==> config.mk <==
export PLATFORM = sky130hd
export DESIGN_NAME = positional_list_buffer
export DESIGN_NICKNAME = d
export VERILOG_FILES = /design/src/rtl/plb_pkg.sv /design/src/rtl/positional_list_buffer.sv /design/src/rtl/plb_ctrl.sv /design/src/rtl/plb_dpath.sv
export SDC_FILE = /design/constraint.sdc
export NUM_CORES = 2
export LEC_CHECK = 0
export BUFFER_PORTS_ARGS = -buffer_cell sky130_fd_sc_hd__clkbuf_2
export CAP_MARGIN = 10
export CELL_PAD_IN_SITES_DETAIL_PLACEMENT = 1
export CELL_PAD_IN_SITES_GLOBAL_PLACEMENT = 2
export CORE_ASPECT_RATIO = 1.4
export CORE_MARGIN = 1.5
export CORE_UTILIZATION = 30
export CTS_CLUSTER_DIAMETER = 100
export DETAILED_ROUTE_END_ITERATION = 8
export HOLD_SLACK_MARGIN = 0.12
export PLACE_DENSITY = 0.59
export SLEW_MARGIN = 20
export SYNTH_ARGS = -nofsm -noshare
export SYNTH_HDL_FRONTEND = slang
export SYNTH_HIERARCHICAL = 1
export SYNTH_SLANG_ARGS = --single-unit
==> constraint.sdc <==
create_clock -name i_clk -period 12 [get_ports i_clk]
set_input_delay 1.8 -clock i_clk [delete_from_list [all_inputs] [get_ports i_clk]]
set_output_delay 1.8 -clock i_clk [all_outputs]
set_load 0.05 [all_outputs]
==> src/rtl/plb_pkg.sv <==
// Shared types and constants for the positional list buffer.
// Used by plb_ctrl, plb_dpath, the top level and the port checker.
package plb_pkg;

    // Storage geometry
    localparam int CAPACITY   = 16;
    localparam int WORD_WIDTH = 32;
    localparam int ADDR_W     = $clog2(CAPACITY);
    localparam int CNT_W      = $clog2(CAPACITY + 1);

    // Field widths of the request and response beats
    localparam int TYPE_W = 3;
    localparam int POS_W  = 5;
    localparam int STAT_W = 3;
    localparam int FPOS_W = 4;

    // Request codes
    localparam logic [TYPE_W-1:0] REQ_INSERT = 3'd0;
    localparam logic [TYPE_W-1:0] REQ_REMOVE = 3'd1;
    localparam logic [TYPE_W-1:0] REQ_FIND   = 3'd2;
    localparam logic [TYPE_W-1:0] REQ_READ   = 3'd3;
    localparam logic [TYPE_W-1:0] REQ_FIRST  = 3'd4;
    localparam logic [TYPE_W-1:0] REQ_LAST   = 3'd5;

    // Status codes
    localparam logic [STAT_W-1:0] ST_OK       = 3'd0;
    localparam logic [STAT_W-1:0] ST_BADPOS   = 3'd1;
    localparam logic [STAT_W-1:0] ST_FULL     = 3'd2;
    localparam logic [STAT_W-1:0] ST_EMPTY    = 3'd3;
    localparam logic [STAT_W-1:0] ST_NOTFOUND = 3'd4;

    // Request beat
    typedef struct packed {
        logic [TYPE_W-1:0]     req_type;
        logic [POS_W-1:0]      position;
        logic [WORD_WIDTH-1:0] item_word;
    } t_req;

    // Response beat
    typedef struct packed {
        logic [STAT_W-1:0]     status;
        logic [WORD_WIDTH-1:0] result_word;
        logic [FPOS_W-1:0]     found_position;
        logic [CNT_W-1:0]      item_count;
    } t_rsp;

    // Controller to datapath commands
    typedef struct packed {
        logic capture;    // latch the request beat, clear the scan index
        logic execute;    // run a non-find request and post its response
        logic scan_step;  // advance the find index
        logic scan_done;  // post the find response
    } t_cmd;

    // Datapath to controller status
    typedef struct packed {
        logic is_find;
        logic scan_hit;
        logic scan_end;
    } t_stat;

endpackage

==> src/rtl/positional_list_buffer.sv <==
// Top level of the positional list buffer: sequencer plus datapath.
// Depends on plb_pkg, plb_ctrl and plb_dpath.
// Sequence: the accept edge captures the request, then the execute state registers the
// response that o_done shows; find instead scans until the match position or the count.
// Throughput: one request at a time; the next start is taken in the o_done cycle.
// Find walks the cells one per cycle through the single read port.
// Reset: synchronous active-low; count clears, cell contents stay unknown until written.
// The receiver cannot stall: each response is shown for exactly one cycle.
module positional_list_buffer (
    input  logic           i_clk,
    input  logic           i_rst_n,
    input  logic           start,
    output logic           busy,
    input  plb_pkg::t_req  i_req,
    output logic           o_done,
    output plb_pkg::t_rsp  o_rsp
);

    plb_pkg::t_cmd  cmd;
    plb_pkg::t_stat stat;

    // Sequencer
    plb_ctrl u_ctrl (
        .i_clk   (i_clk),
        .i_rst_n (i_rst_n),
        .start   (start),
        .busy    (busy),
        .i_stat  (stat),
        .o_cmd   (cmd)
    );

    // Cells, count and response register
    plb_dpath u_dpath (
        .i_clk   (i_clk),
        .i_rst_n (i_rst_n),
        .i_req   (i_req),
        .i_cmd   (cmd),
        .o_stat  (stat),
        .o_done  (o_done),
        .o_rsp   (o_rsp)
    );

endmodule

==> src/rtl/plb_ctrl.sv <==
// Request sequencer for the positional list buffer.
// Depends on plb_pkg for the command and status structs.
module plb_ctrl (
    input  logic            i_clk,
    input  logic            i_rst_n,
    input  logic            start,
    output logic            busy,
    input  plb_pkg::t_stat  i_stat,
    output plb_pkg::t_cmd   o_cmd
);

    typedef enum logic [1:0] {
        S_IDLE,
        S_EXEC,
        S_SCAN
    } t_state;

    t_state r_state, n_state;
    logic   r_busy, n_busy;

    // Next state and commands
    always_comb begin
        n_state = r_state;
        o_cmd   = '0;
        case (r_state)
            S_IDLE: begin
                if (start) begin
                    o_cmd.capture = 1'b1;
                    n_state       = S_EXEC;
                end
            end
            S_EXEC: begin
                if (i_stat.is_find) begin
                    n_state = S_SCAN;
                end else begin
                    o_cmd.execute = 1'b1;
                    n_state       = S_IDLE;
                end
            end
            S_SCAN: begin
                // end of list or a hit ends the scan; the datapath ranks end of list first: the hit flag is stale there
                if (i_stat.scan_end || i_stat.scan_hit) begin
                    o_cmd.scan_done = 1'b1;
                    n_state         = S_IDLE;
                end else begin
                    o_cmd.scan_step = 1'b1;
                end
            end
            default: begin
                n_state = S_IDLE;
            end
        endcase
        n_busy = (n_state != S_IDLE);
    end

    // State and registered busy
    always_ff @(posedge i_clk) begin
        if (!i_rst_n) begin
            r_state <= S_IDLE;
            r_busy  <= 1'b0;
        end else begin
            r_state <= n_state;
            r_busy  <= n_busy;
        end
    end

    assign busy = r_busy;

endmodule

==> src/rtl/plb_dpath.sv <==
// Datapath of the positional list buffer: entry cells, count, scan index
// and response register. Depends on plb_pkg.
module plb_dpath (
    input  logic            i_clk,
    input  logic            i_rst_n,
    input  plb_pkg::t_req   i_req,
    input  plb_pkg::t_cmd   i_cmd,
    output plb_pkg::t_stat  o_stat,
    output logic            o_done,
    output plb_pkg::t_rsp   o_rsp
);

    plb_pkg::t_req r_req;
    logic [plb_pkg::CNT_W-1:0]      r_idx;
    logic [plb_pkg::CNT_W-1:0]      r_count, n_count;
    logic [plb_pkg::WORD_WIDTH-1:0] r_cells [plb_pkg::CAPACITY];
    logic [plb_pkg::WORD_WIDTH-1:0] n_cells [plb_pkg::CAPACITY];
    logic                           r_done;
    plb_pkg::t_rsp                  r_rsp;

    logic [plb_pkg::CNT_W-1:0]      cnt_m1;
    logic [plb_pkg::ADDR_W-1:0]     rd_addr;
    logic [plb_pkg::WORD_WIDTH-1:0] rd_word;
    logic [plb_pkg::STAT_W-1:0]     ex_status;
    logic [plb_pkg::WORD_WIDTH-1:0] ex_word;
    logic                           do_ins;
    logic                           do_rem;

    assign cnt_m1 = r_count - 1'b1;

    // Single read port into the cells
    always_comb begin
        case (r_req.req_type)
            plb_pkg::REQ_FIND:  rd_addr = r_idx[plb_pkg::ADDR_W-1:0];
            plb_pkg::REQ_FIRST: rd_addr = '0;
            plb_pkg::REQ_LAST:  rd_addr = cnt_m1[plb_pkg::ADDR_W-1:0];
            default:            rd_addr = r_req.position[plb_pkg::ADDR_W-1:0];
        endcase
    end
    assign rd_word = r_cells[rd_addr];

    // Status toward the controller
    assign o_stat.is_find  = (r_req.req_type == plb_pkg::REQ_FIND);
    assign o_stat.scan_hit = (rd_word == r_req.item_word);
    assign o_stat.scan_end = (r_idx >= r_count);

    // Decode of the non-find requests
    always_comb begin
        ex_status = plb_pkg::ST_OK;
        ex_word   = '0;
        do_ins    = 1'b0;
        do_rem    = 1'b0;
        case (r_req.req_type)
            plb_pkg::REQ_INSERT: begin
                if (r_req.position > r_count) begin
                    ex_status = plb_pkg::ST_BADPOS;
                end else if (r_count >= plb_pkg::CNT_W'(plb_pkg::CAPACITY)) begin
                    ex_status = plb_pkg::ST_FULL;
                end else begin
                    do_ins = 1'b1;
                end
            end
            plb_pkg::REQ_REMOVE: begin
                if (r_count == '0) begin
                    ex_status = plb_pkg::ST_EMPTY;
                end else if (r_req.position >= r_count) begin
                    ex_status = plb_pkg::ST_BADPOS;
                end else begin
                    ex_word = rd_word;
                    do_rem  = 1'b1;
                end
            end
            plb_pkg::REQ_READ: begin
                if (r_req.position >= r_count) begin
                    ex_status = plb_pkg::ST_BADPOS;
                end else begin
                    ex_word = rd_word;
                end
            end
            plb_pkg::REQ_FIRST, plb_pkg::REQ_LAST: begin
                if (r_count == '0) begin
                    ex_status = plb_pkg::ST_EMPTY;
                end else begin
                    ex_word = rd_word;
                end
            end
            default: begin
                ex_status = plb_pkg::ST_BADPOS;
            end
        endcase
    end

    // Per-cell shift: insert pulls from below, remove pulls from above
    always_comb begin
        for (int i = 0; i < plb_pkg::CAPACITY; i++) begin
            logic [plb_pkg::CNT_W-1:0] ci;
            ci         = plb_pkg::CNT_W'(i);
            n_cells[i] = r_cells[i];
            if (do_ins) begin
                if (ci == r_req.position) begin
                    n_cells[i] = r_req.item_word;
                end else if (ci > r_req.position) begin
                    n_cells[i] = r_cells[(i == 0) ? 0 : i - 1];
                end
            end else if (do_rem) begin
                if (ci == cnt_m1) begin
                    n_cells[i] = '0;
                end else if (ci >= r_req.position && ci < cnt_m1) begin
                    n_cells[i] = r_cells[(i == plb_pkg::CAPACITY - 1) ? i : i + 1];
                end
            end
        end
    end

    always_comb begin
        n_count = r_count;
        if (do_ins) begin
            n_count = r_count + 1'b1;
        end else if (do_rem) begin
            n_count = cnt_m1;
        end
    end

    // Control registers
    always_ff @(posedge i_clk) begin
        if (!i_rst_n) begin
            r_count <= '0;
            r_done  <= 1'b0;
        end else begin
            if (i_cmd.execute) begin
                r_count <= n_count;
            end
            r_done <= i_cmd.execute | i_cmd.scan_done;
        end
    end

    // Payload registers
    always_ff @(posedge i_clk) begin
        if (i_cmd.capture) begin
            r_req <= i_req;
            r_idx <= '0;
        end else if (i_cmd.scan_step) begin
            r_idx <= r_idx + 1'b1;
        end
        if (i_cmd.execute) begin
            for (int i = 0; i < plb_pkg::CAPACITY; i++) begin
                r_cells[i] <= n_cells[i];
            end
            r_rsp.status         <= ex_status;
            r_rsp.result_word    <= ex_word;
            r_rsp.found_position <= '0;
            r_rsp.item_count     <= n_count;
        end else if (i_cmd.scan_done) begin
            r_rsp.status         <= o_stat.scan_end ? plb_pkg::ST_NOTFOUND : plb_pkg::ST_OK;
            r_rsp.result_word    <= '0;
            r_rsp.found_position <= o_stat.scan_end ? '0 : r_idx[plb_pkg::FPOS_W-1:0];
            r_rsp.item_count     <= r_count;
        end
    end

    assign o_done = r_done;
    assign o_rsp  = r_rsp;

endmodule

==> flow_summary.json <==
{
  "fin_skew_ps": 25.4,
  "antenna_found_initial": 5,
  "vdd_drop_max_mv": 0.105,
  "initial_core_util_pct": 30.3,
  "fillers": 13100,
  "ys_top_cells_by_count": "nand2_1, edfxtp_1, mux2i_1, o21ai_0, nand3_1",
  "grt_max_degree": 106,
  "synth_top_area_share_pct": 49.7,
  "dieHeight_um": 412,
  "numCtsBuffers": 74,
  "crit_start": "u_dpath/r_count[0]",
  "ys_types": 82,
  "cts.clk_slew.worst_paths_ps": 60,
  "slew_violations": 0,
  "worstSetupEndpointType": "flip-flop",
  "clock_latency_ps": 670,
  "yosysTopAreaCell": "edfxtp_1",
  "cts-root-buf": "clkbuf_16",
  "slew_headroom_pct": 21.8,
  "hold_depth": 1,
  "ant_nets": 0,
  "cts_max_level": 3,
  "critPathBufInv": 5,
  "worstRegToRegCells": 18,
  "setup_viol": 0,
  "cts_setup_buffers": 0,
  "synth.most_common_cell": "nand2_1",
  "ioPinCount": 89,
  "synth_edf_count": 592,
  "yosys_warnings": 6,
  "grt_pass1_wl_mm": 249,
  "reg2reg_from": "u_dpath/r_count[0]",
  "critPathSlowestCell": "dfxtp_1",
  "critPathTopFamily": "simple AND/OR/NAND/NOR gates",
  "tightestPinTransition_ps": 1170,
  "syn2layout_area_growth_pct": 12.9,
  "finalCritPeriodShare_pct": 68.9,
  "max_cap_viol_count": 0,
  "r2r_end": "u_dpath/o_rsp[24]",
  "gp_congestion": 0.825,
  "num_vias": 30600,
  "grt_overflow": 0,
  "drc_errors": 0,
  "fin_crit_ps": 8270,
  "syn_area_per_cell_um2": 9.82,
  "cts_tree": "yes",
  "drive_gt1_share_pct": 10.3,
  "grt_use_total_pct": 28.8,
  "grt_pass1_vias": 31700,
  "crit_path_start_kind": "flip-flop",
  "cellLeakagePower_uw": 0.0162,
  "ys.flop_type": "edfxtp_1",
  "ys_ff_latch": 610,
  "async_flop_share_pct": 0,
  "clock_path_buffers": 3,
  "worstSetupPathType": "reg2reg",
  "dp_hpwl_mm": 102,
  "dieArea_um2": 121000,
  "core_um2": 118000,
  "yosys-top-cells-area": "edfxtp_1, mux2i_1, nand2_1",
  "netlist_area_um2": 35800,
  "cts-resized-gates": 0,
  "cp_data_required_time_ps": 12290,
  "critPathArrivalTime_ps": 8560,
  "critPathMaxFanout": 48,
  "io_buffers": 88,
  "hold_start": "u_dpath/o_rsp[6]",
  "cts-hold-fix-buffers": 0,
  "clock.fmax_ghz": 0.121,
  "slowest_delay_ps": 860,
  "rsz0062_at_grt": "no",
  "rows": 149,
  "crit_chain": "inv_1, ha_1, o211ai_1, nand2_4, buf_4, nand2_1, o221ai_1, xor2_1, nor4_1, o22ai_1, or4_1, nor4_2, buf_4, nor2_1, nor2_1, nor2_1, inv_2, buf_4",
  "hold_violations": 0,
  "setup_tns_ps": 0,
  "cp_num_cells": 18,
  "report.power.total_uw": 5440,
  "initialDrtViolationCount": 2494,
  "status": "complete, no violations",
  "first_pass_iters": 5,
  "drt-vias-per-instance": 5.87,
  "cp-endpoint": "u_dpath/o_rsp[24]",
  "syn_inst": 3641,
  "yosysSeqAreaShare_pct": 50.7,
  "clock_sinks": 610,
  "hold_path_class": "reg2reg",
  "drt-total-wl_mm": 177,
  "synthesis.nets": 3700,
  "r2r_setup_slack_ps": 3730,
  "final_nets": 3621,
  "fp.dieW_um": 295,
  "powerDensity_nw_per_um2": 135,
  "wl_per_cell_um": 33.9
}
## per-stage QoR
step                util, %  setup WS (ps)  hold WS [ps]  cells  cell area (um^2)
finish                 34.2           3730           519   5205             40400
floorplan                 -           6500           485   3641             35800
global route           34.2           3520           545   5204             40400
global placement       32.2           3950           510   5068             38000
detailed placement     32.2           3830           514   5071             38000
CTS                    34.2           3790           537   5204             40400
## cell usage in the layout (no fill, tap or decap), types with 9 or more instances in the layout
cell type	n
a2111oi_0	11
a211oi_1	33
a21oi_1	95
a21oi_4	14
a221oi_1	13
a22o_1	35
a31oi_1	29
a32o_1	13
a32oi_1	11
and3_1	43
buf_4	96
clkbuf_1	20
clkbuf_16	79
clkbuf_2	88
clkinv_1	21
dfxtp_1	18
edfxtp_1	592
ha_1	16
inv_1	16
mux2i_1	489
nand2_1	778
nand2_4	9
nand3_1	235
nand4_1	18
nor2_1	103
nor2_4	17
nor2b_1	12
nor3_1	18
o21ai_0	479
xnor2_1	40
xor2_1	32
## cell type report
class	count	area [um^2]	share of cell area [%]
tap	1585	1980	4.91
multi-input combinational	2672	16600	41.2
inverter	17	63.8	0.158
clock inverter	34	273	0.676
antenna	1	2.50	0.00620
sequential	610	18100	44.9
timing repair buffer	187	1230	3.05
clock buffer	99	2050	5.08
## worst min path at each step
stage | endpoint | slack [ps]
finish | u_dpath/o_rsp[6] | 520
CTS | u_dpath/o_rsp[7] | 540
floorplan | u_dpath/r_idx[4] | 490
detailed placement | u_dpath/r_idx[4] | 510
global placement | u_dpath/o_rsp[8] | 510
global route | u_dpath/o_rsp[7] | 540
## logic make-up (layout without fill, tap and decap cells)
| logic type | Yosys count | count (layout) | share of synthesized area (%) |
|---|---|---|---|
| fa+ha+maj | 16 | 16 | 0.560 |
| flops | 610 | 610 | 50.7 |
| simple gates | 1286 | 1286 | 15.5 |
| other cells | 0 | 1 | 0 |
| compound gates | 797 | 797 | 13.0 |
| buf+inv | 359 | 337 | 4.18 |
| mux | 500 | 500 | 14.2 |
| xor+xnor | 73 | 73 | 1.84 |
## state kept, by name, summed over array words and instances (netlist names)
| signal | flops |
|---|---|
| u_ctrl/r_state | 2 |
| u_ctrl/busy | 1 |
| u_dpath/r_count | 5 |
| u_dpath/o_done | 1 |
| u_dpath/o_rsp | 44 |
| u_dpath/r_cells | 512 |
| u_dpath/r_idx | 5 |
| u_dpath/r_req | 40 |
## power by group
| group | internal (uW) | switching (uW) | leakage (uW) | total [uW] |
|---|---|---|---|---|
| Combinational | 209 | 555 | 0.00958 | 763 |
| Sequential | 2340 | 40.9 | 0.00548 | 2380 |
| Clock | 1300 | 997 | 0.00113 | 2300 |
| Total | 3850 | 1590 | 0.0162 | 5440 |
## layer usage
| layer | vias up | GRT usage (%) | wire length, um |
|---|---|---|---|
| met5 | - | 0 | 13 |
| met4 | 2 | 12.7 | 7910 |
| met2 | 1103 | 50.2 | 88300 |
| met3 | 343 | 3.76 | 8750 |
| li1 | 13100 | - | - |
| met1 | 16000 | 35.3 | 71600 |
Note: power is estimated with default switching activity, not from simulation.
